==> src/lct_pkg.sv <==
package lct_pkg;

  // data path widths and the default capacity
  localparam int DATA_W       = 32;
  localparam int CAP_REG_W    = 5;
  localparam int CAPACITY_DEF = 16;

  localparam logic [CAP_REG_W-1:0] CAP_RESET = 5'd16;

  // request kinds
  localparam logic OP_GET = 1'b0;
  localparam logic OP_PUT = 1'b1;

  // one stored entry apart from its age rank
  typedef struct packed {
    logic [DATA_W-1:0] key;
    logic [DATA_W-1:0] value;
    logic [DATA_W-1:0] count;
  } entry_t;

  // request sequencer
  typedef enum logic [2:0] {
    ST_IDLE,
    ST_SCAN,
    ST_DECIDE,
    ST_AGE,
    ST_WRITE
  } state_t;

endpackage

==> src/lct_ram.sv <==
module lct_ram #(
  parameter int WIDTH = 32,
  parameter int DEPTH = 16,
  localparam int ADDR_W = (DEPTH > 1) ? $clog2(DEPTH) : 1
) (
  input  logic              clk,
  input  logic              we,
  input  logic [ADDR_W-1:0] waddr,
  input  logic [WIDTH-1:0]  wdata,
  input  logic [ADDR_W-1:0] raddr,
  output logic [WIDTH-1:0]  rdata
);

  logic [WIDTH-1:0] mem_r [DEPTH];
  logic [WIDTH-1:0] rdata_r;

  // one write port, one registered read port
  always_ff @(posedge clk) begin
    if (we) begin
      mem_r[waddr] <= wdata;
    end
    rdata_r <= mem_r[raddr];
  end

  assign rdata = rdata_r;

endmodule

==> src/lfu_cache_table.sv <==
// lfu key-value table: one request in flight, one result word per request
// steps: accept, scan of every slot, decide, an age pass over every slot when an entry is
//   written (skipped for a get miss or a zero capacity), then write and result word
// a new request is taken only after the last result word has been registered; a stalled
//   result word holds the write state
// reset: valid bits cleared, capacity 16; entry memories are not cleared
module lfu_cache_table #(
  parameter int CAPACITY = lct_pkg::CAPACITY_DEF
) (
  input  logic                                clk,
  input  logic                                rst_n,
  input  logic                                in_valid,
  output logic                                in_ready,
  input  logic                                in_op,
  input  logic signed [lct_pkg::DATA_W-1:0]   in_key,
  input  logic signed [lct_pkg::DATA_W-1:0]   in_value,
  output logic                                out_valid,
  input  logic                                out_ready,
  output logic                                out_hit,
  output logic signed [lct_pkg::DATA_W-1:0]   out_read_value,
  output logic                                out_evicted,
  output logic signed [lct_pkg::DATA_W-1:0]   out_evicted_key,
  input  logic                                cfg_valid,
  output logic                                cfg_ready,
  input  logic [lct_pkg::CAP_REG_W-1:0]       cfg_capacity_in_use
);

  localparam int DW     = lct_pkg::DATA_W;
  localparam int IDX_W  = (CAPACITY > 1) ? $clog2(CAPACITY) : 1;
  localparam int CNT_W  = $clog2(CAPACITY + 1);
  localparam int CMP_W  = (CNT_W > lct_pkg::CAP_REG_W) ? CNT_W : lct_pkg::CAP_REG_W;
  localparam int ENT_W  = $bits(lct_pkg::entry_t);
  localparam logic [CNT_W-1:0] LAST     = CNT_W'(CAPACITY);
  localparam logic [CMP_W-1:0] CAP_FULL = CMP_W'(CAPACITY);
  localparam logic [DW-1:0]    CNT_MAX  = '1;

  lct_pkg::state_t state_r, state_nxt;

  logic [lct_pkg::CAP_REG_W-1:0] cap_r;
  logic [CNT_W-1:0]              cnt_r;
  logic                          valid_r [CAPACITY];

  // request word
  logic          op_r;
  logic [DW-1:0] key_r;
  logic [DW-1:0] value_r;

  // scan results
  logic [CNT_W-1:0] fill_r;
  logic             found_r;
  logic [IDX_W-1:0] fidx_r;
  logic [DW-1:0]    fval_r;
  logic [DW-1:0]    fcnt_r;
  logic [IDX_W-1:0] frank_r;
  logic             mhave_r;
  logic [IDX_W-1:0] midx_r;
  logic [DW-1:0]    mkey_r;
  logic [DW-1:0]    mcnt_r;
  logic [IDX_W-1:0] mrank_r;
  logic             freehave_r;
  logic [IDX_W-1:0] freeidx_r;

  // update plan
  logic             upd_r;
  logic             all_r;
  logic [IDX_W-1:0] slot_r;
  logic [IDX_W-1:0] rlim_r;
  logic [DW-1:0]    wval_r;
  logic [DW-1:0]    wcnt_r;
  logic             res_hit_r;
  logic [DW-1:0]    res_rd_r;
  logic             res_ev_r;
  logic [DW-1:0]    res_evk_r;

  // output register
  logic          out_valid_r;
  logic          out_hit_r;
  logic [DW-1:0] out_rd_r;
  logic          out_ev_r;
  logic [DW-1:0] out_evk_r;

  // memory ports
  lct_pkg::entry_t  ent_rdata, ent_wdata;
  logic [ENT_W-1:0] ent_rbits;
  logic             ent_we;
  logic [IDX_W-1:0] rank_rdata, rank_wdata, rank_waddr;
  logic             rank_we;
  logic [IDX_W-1:0] raddr;

  logic             accept;
  logic             out_free;
  logic [IDX_W-1:0] p_idx;
  logic             p_valid;
  logic             proc;

  assign accept   = in_valid && in_ready;
  assign out_free = !out_valid_r || out_ready;
  assign raddr    = cnt_r[IDX_W-1:0];
  assign p_idx    = IDX_W'(cnt_r - CNT_W'(1));
  assign p_valid  = valid_r[p_idx];
  assign proc     = (cnt_r != '0);
  assign ent_rdata = lct_pkg::entry_t'(ent_rbits);

  lct_ram #(
    .WIDTH (ENT_W),
    .DEPTH (CAPACITY)
  ) u_ent_ram (
    .clk   (clk),
    .we    (ent_we),
    .waddr (slot_r),
    .wdata (ent_wdata),
    .raddr (raddr),
    .rdata (ent_rbits)
  );

  lct_ram #(
    .WIDTH (IDX_W),
    .DEPTH (CAPACITY)
  ) u_rank_ram (
    .clk   (clk),
    .we    (rank_we),
    .waddr (rank_waddr),
    .wdata (rank_wdata),
    .raddr (raddr),
    .rdata (rank_rdata)
  );

  // decision from the scan results
  logic             dec_zero, dec_full, dec_upd, dec_all, dec_ev;
  logic [IDX_W-1:0] dec_slot, dec_rlim;
  logic [CMP_W-1:0] cap_live;

  always_comb begin
    cap_live = (CMP_W'(cap_r) > CAP_FULL) ? CAP_FULL : CMP_W'(cap_r);
    dec_zero = (cap_r == '0);
    dec_full = (CMP_W'(fill_r) >= cap_live);
    dec_upd  = 1'b0;
    dec_all  = 1'b0;
    dec_ev   = 1'b0;
    dec_slot = fidx_r;
    dec_rlim = frank_r;
    if (!dec_zero) begin
      if (found_r) begin
        dec_upd = 1'b1;
      end else if (op_r == lct_pkg::OP_PUT) begin
        if (dec_full) begin
          dec_upd  = mhave_r;
          dec_ev   = mhave_r;
          dec_slot = midx_r;
          dec_rlim = mrank_r;
        end else begin
          dec_upd  = freehave_r;
          dec_all  = 1'b1;
          dec_slot = freeidx_r;
        end
      end
    end
  end

  // next state
  always_comb begin
    state_nxt = state_r;
    unique case (state_r)
      lct_pkg::ST_IDLE: begin
        if (in_valid) state_nxt = lct_pkg::ST_SCAN;
      end
      lct_pkg::ST_SCAN: begin
        if (cnt_r == LAST) state_nxt = lct_pkg::ST_DECIDE;
      end
      lct_pkg::ST_DECIDE: begin
        state_nxt = dec_upd ? lct_pkg::ST_AGE : lct_pkg::ST_WRITE;
      end
      lct_pkg::ST_AGE: begin
        if (cnt_r == LAST) state_nxt = lct_pkg::ST_WRITE;
      end
      lct_pkg::ST_WRITE: begin
        if (out_free) state_nxt = lct_pkg::ST_IDLE;
      end
      default: state_nxt = lct_pkg::ST_IDLE;
    endcase
  end

  // sequencer outputs: handshake and memory writes
  always_comb begin
    in_ready   = 1'b0;
    ent_we     = 1'b0;
    rank_we    = 1'b0;
    rank_waddr = p_idx;
    rank_wdata = rank_rdata + IDX_W'(1);
    ent_wdata.key   = key_r;
    ent_wdata.value = wval_r;
    ent_wdata.count = wcnt_r;
    unique case (state_r)
      lct_pkg::ST_IDLE: begin
        in_ready = 1'b1;
      end
      lct_pkg::ST_AGE: begin
        // entries newer than the touched one grow one step older, all of them for a free-slot put
        rank_we = proc && p_valid && (p_idx != slot_r) &&
                  (all_r || (rank_rdata < rlim_r));
      end
      lct_pkg::ST_WRITE: begin
        ent_we     = upd_r && out_free;
        rank_we    = upd_r && out_free;
        rank_waddr = slot_r;
        rank_wdata = '0;
      end
      default: begin
      end
    endcase
  end

  // control registers
  always_ff @(posedge clk) begin
    if (!rst_n) begin
      state_r     <= lct_pkg::ST_IDLE;
      cap_r       <= lct_pkg::CAP_RESET;
      cnt_r       <= '0;
      out_valid_r <= 1'b0;
      for (int i = 0; i < CAPACITY; i++) begin
        valid_r[i] <= 1'b0;
      end
    end else begin
      state_r <= state_nxt;
      if (cfg_valid) begin
        cap_r <= cfg_capacity_in_use;
      end
      if (state_r == lct_pkg::ST_SCAN || state_r == lct_pkg::ST_AGE) begin
        cnt_r <= (cnt_r == LAST) ? '0 : cnt_r + CNT_W'(1);
      end else begin
        cnt_r <= '0;
      end
      if (state_r == lct_pkg::ST_WRITE && out_free) begin
        out_valid_r <= 1'b1;
        if (upd_r) valid_r[slot_r] <= 1'b1;
      end else if (out_ready) begin
        out_valid_r <= 1'b0;
      end
    end
  end

  // request capture and scan accumulators
  always_ff @(posedge clk) begin
    if (accept) begin
      op_r       <= in_op;
      key_r      <= in_key;
      value_r    <= in_value;
      fill_r     <= '0;
      found_r    <= 1'b0;
      mhave_r    <= 1'b0;
      freehave_r <= 1'b0;
    end else if (state_r == lct_pkg::ST_SCAN && proc) begin
      if (p_valid) begin
        fill_r <= fill_r + CNT_W'(1);
        if (!found_r && ent_rdata.key == key_r) begin
          found_r <= 1'b1;
          fidx_r  <= p_idx;
          fval_r  <= ent_rdata.value;
          fcnt_r  <= ent_rdata.count;
          frank_r <= rank_rdata;
        end
        // eviction candidate: fewest uses, oldest among equals
        if (!mhave_r || ent_rdata.count < mcnt_r ||
            (ent_rdata.count == mcnt_r && rank_rdata > mrank_r)) begin
          mhave_r <= 1'b1;
          midx_r  <= p_idx;
          mkey_r  <= ent_rdata.key;
          mcnt_r  <= ent_rdata.count;
          mrank_r <= rank_rdata;
        end
      end else if (!freehave_r) begin
        freehave_r <= 1'b1;
        freeidx_r  <= p_idx;
      end
    end
  end

  // update plan and result word
  always_ff @(posedge clk) begin
    if (state_r == lct_pkg::ST_DECIDE) begin
      upd_r     <= dec_upd;
      all_r     <= dec_all;
      slot_r    <= dec_slot;
      rlim_r    <= dec_rlim;
      res_hit_r <= !dec_zero && found_r;
      res_ev_r  <= dec_ev;
      res_evk_r <= dec_ev ? mkey_r : '0;
      res_rd_r  <= (!dec_zero && found_r && op_r == lct_pkg::OP_GET) ? fval_r : '0;
      if (found_r) begin
        wval_r <= (op_r == lct_pkg::OP_PUT) ? value_r : fval_r;
        wcnt_r <= (fcnt_r == CNT_MAX) ? fcnt_r : fcnt_r + DW'(1);
      end else begin
        wval_r <= value_r;
        wcnt_r <= DW'(1);
      end
    end
  end

  // output word register
  always_ff @(posedge clk) begin
    if (state_r == lct_pkg::ST_WRITE && out_free) begin
      out_hit_r <= res_hit_r;
      out_rd_r  <= res_rd_r;
      out_ev_r  <= res_ev_r;
      out_evk_r <= res_evk_r;
    end
  end

  assign cfg_ready       = 1'b1;
  assign out_valid       = out_valid_r;
  assign out_hit         = out_hit_r;
  assign out_read_value  = out_rd_r;
  assign out_evicted     = out_ev_r;
  assign out_evicted_key = out_evk_r;

endmodule

==> config.mk <==
export PLATFORM = sky130hd
export DESIGN_NAME = lfu_cache_table
export DESIGN_NICKNAME = d
export VERILOG_FILES = /design/src/lct_pkg.sv /design/src/lct_ram.sv /design/src/lfu_cache_table.sv
export SDC_FILE = /design/constraint.sdc
export NUM_CORES = 2
export LEC_CHECK = 0
export BUFFER_PORTS_ARGS = -buffer_cell sky130_fd_sc_hd__buf_2
export CORE_MARGIN = 2
export CORE_UTILIZATION = 56
export DETAILED_ROUTE_END_ITERATION = 7
export PLACE_DENSITY = 0.76
export SYNTH_ARGS = -nofsm -noshare
export SYNTH_HDL_FRONTEND = slang
export SYNTH_HIERARCHICAL = 1
export SYNTH_SLANG_ARGS = --single-unit
==> constraint.sdc <==
create_clock -name clk -period 9.7 [get_ports clk]
set_clock_uncertainty 0.1 [all_clocks]
set_input_delay 1.94 -clock clk [delete_from_list [all_inputs] [get_ports clk]]
set_output_delay 1.94 -clock clk [all_outputs]
set_load 0.05 [all_outputs]
==> run_results.csv <==
group,metric,value,unit
clocking,root_buffer,"clkbuf_16",
synthesis,synth_top_cells_by_area,"edfxtp_1 (76%), mux4_2 (11%), dfxtp_1 (3.5%)",
floorplan,core,142000,um^2
finish,n_fill_cell,9090,
sta,rsz0062_at_grt,"false",
grt,use_met2,38.8,%
setup_path,crit_type,"in2reg",
finish,largest_reg_flops,1536,
routing,vias_per_cell,6.28,
synthesis,synth_flop_cell,"edfxtp_1",
clocking,cts.sinks,2157,
routing,wirelength,173000,um
pwr,power_density,203,nW/um^2
clocking,cts_buffer_depth,3,
synthesis,synth_top_area_share,75.9,%
setup_path,critPathCaptureType,"flip-flop",
finish,drive_gt1_share,23.5,%
setup_path,r2r_slack,4420,ps
setup_path,worstPathArrival,5810,ps
synthesis,async_flop_share,0,%
synthesis,yosys.area.top_type,"edfxtp_1",
routing,vias,37707,
sta,final_max_slew_viol_count,0,
synthesis,avgSynthCellArea,21.6,um^2
place,place.gp.congestion,0.790,
synthesis,yosysMostFrequentCell,"edfxtp_1",
finish,nNetsFinal,4071,
clocking,ctsHoldBuffers,0,
synthesis,synth-seq-cells,2157,
flow_run,maxCapViolations,0,
synthesis,syn-cell-area,79900,um^2
place,hpwl,91800,um
sta,finalHoldViolations,0,
sta,relSlewSlack,3.89,%
clocking,numCtsBuffers,194,
grt,busiest_layer,"met2",
clocking,cts_tree,"done",
floorplan,die_w,382,um
place,portBuffers,142,
floorplan,fp-row-count,138,
routing,drc_errors,0,
grt,grt_util_met1,33.2,%
finish,area_growth,11.8,%
clocking,h-tree-depth,4,
run_status,status,"completed",
grt,grtUsageTotal,24.0,%
finish,n_antenna_cell,0,
setup_path,required,10050,ps
min_path,hp-class,"reg2reg",
sta,setup_viol,0,
synthesis,ys_seq_area_share,79.4,%
setup_path,cp-start-kind,"input port",
floorplan,start_util,56.4,%
synthesis,ys_warn_count,6,
clocking,worstSkewPairLatency,840,ps
finish,regMostFlops,"u_ent_ram/mem_r",
synthesis,synth_nets,3824,
grt,use_met3,5.39,%
sta,fmax,183,MHz
sta,min_period,5460,ps
routing,routedWlPerCell,28.8,um
synthesis,synthCells,3699,
grt,grt_pass1_vias,38821,
finish,fin_cells,6006,
finish,fin_util,63.1,%
pwr,leakagePower,29.9,nW
grt,grt_first_pass_wirelength,256000,um
clocking,cts_resized,0,
clocking,clk_pin_slew,70,ps
sta,hold_ws,298,ps
setup_path,critPathMaxFanout,41,
floorplan,die_h,382,um
sta,worst_pin_slew,1440,ps
clocking,cts_setup_buffers,0,
floorplan,top_level_ports,144,
grt,grt-ovfl-total,0,
place,place_inst,5640,
synthesis,ys_types,62,
sta,tns,0,ps
sta,period_share,56.2,%
grt,antenna_found_initial,5,
floorplan,die_area,146000,um^2
finish,ff_latch_area,63400,um^2
routing,antenna_left,0,
synthesis,synth_common_cells,"edfxtp_1 (2,019), mux4_2 (387), a22oi_1 (196)",
routing,first_pass_iters,6,
synthesis,synth_edf_count,2019,
pwr,ir_drop,193,uV
finish,multi_input_area,15600,um^2
grt,grt_max_degree,97,
routing,detail_route.iter0.violations,4469,
-- per-stage QoR --
stage               area [um^2]  power [mW]  setup WS, ps
finish                    89300        18.1          4240
CTS                       89300        18.2          4420
global route              89300        18.6          4210
global placement          82800        10.6          3550
detailed placement        82800        10.6          3570
floorplan                 79900        10.6          1980
-- final timing paths --
| path | start | endpoint | cells after the start |
|---|---|---|---|
| setup reg to reg | state_r[2] | u_ent_ram/mem_r[6][92] | 5 |
| setup / recovery | out_ready | u_ent_ram/mem_r[6][92] | 6 |
| hold / removal | u_ent_ram/rdata[56] | fval_r[24] | 0 |
| hold reg to reg | u_ent_ram/rdata[56] | fval_r[24] | 0 |
-- per-layer routing --
| layer | part of all wire, % | up-vias | routed length [um] |
|---|---|---|---|
| met2 | 49 | 2020 | 85600 |
| li1 | - | 15750 | - |
| met4 | 2.7 | 2 | 4690 |
| met1 | 38 | 19638 | 66100 |
| met3 | 9.6 | 297 | 16600 |
| met5 | 0.0081 | - | 14 |
-- cells in the final DEF (no fill, tap or decap), types with 9 or more instances in the layout --
master and count:
edfxtp_1 2019, mux4_2 387, a22oi_1 196, clkbuf_16 195, nand2_1 150, buf_2 142
dfxtp_1 136, buf_4 71, and2_1 59, inv_1 57, ha_1 50, clkbuf_1 42
xor2_1 41, nand3_1 38, and3_1 38, nor2_1 37, mux2_2 34, clkinv_1 33
clkinv_2 29, xnor2_1 27, o21ai_0 26, a21oi_1 21, nand4_1 20, nor3_1 19
bufinv_16 18, nor2_4 16, mux4_1 16, mux2i_1 16, nor2b_1 15, clkbuf_8 15
clkinvlp_4 13, nand2b_1 10, a22o_1 9
-- report_power, final --
part	switching [mW]	leakage, nW	internal, mW
Clock	3.36	3.12	4.33
Combinational	0.144	5.82	0.135
Sequential	0.0563	20.9	10.1
Total	3.56	29.9	14.6
-- cell type report --
| cell class | count | share of cell area (%) |
|---|---|---|
| Clock buffer | 252 | 5.87 |
| Clock inverter | 114 | 1.36 |
| Inverter | 58 | 0.247 |
| Multi-Input combinational cell | 1320 | 17.4 |
| Sequential cell | 2157 | 71.0 |
| Tap cell | 1890 | 2.65 |
| Timing Repair Buffer | 215 | 1.44 |
-- logic make-up after synthesis --
group | count (synthesis) | share of synthesized area (%)
other cells | 1 | 0.00470
fa+ha+maj | 50 | 0.783
mux | 454 | 12.1
flops | 2157 | 79.4
compound gates | 296 | 2.67
simple gates | 451 | 2.88
buf+inv | 222 | 1.39
xor+xnor | 68 | 0.746
-- critical path, cell delays in order --
cell and delay [ps]:
buf_2 80, nor2b_1 90, nor3b_1 1160, nand3b_1 620, nor2_4 1080, buf_4 770
No activity file was read; power rests on OpenSTA's default activity.
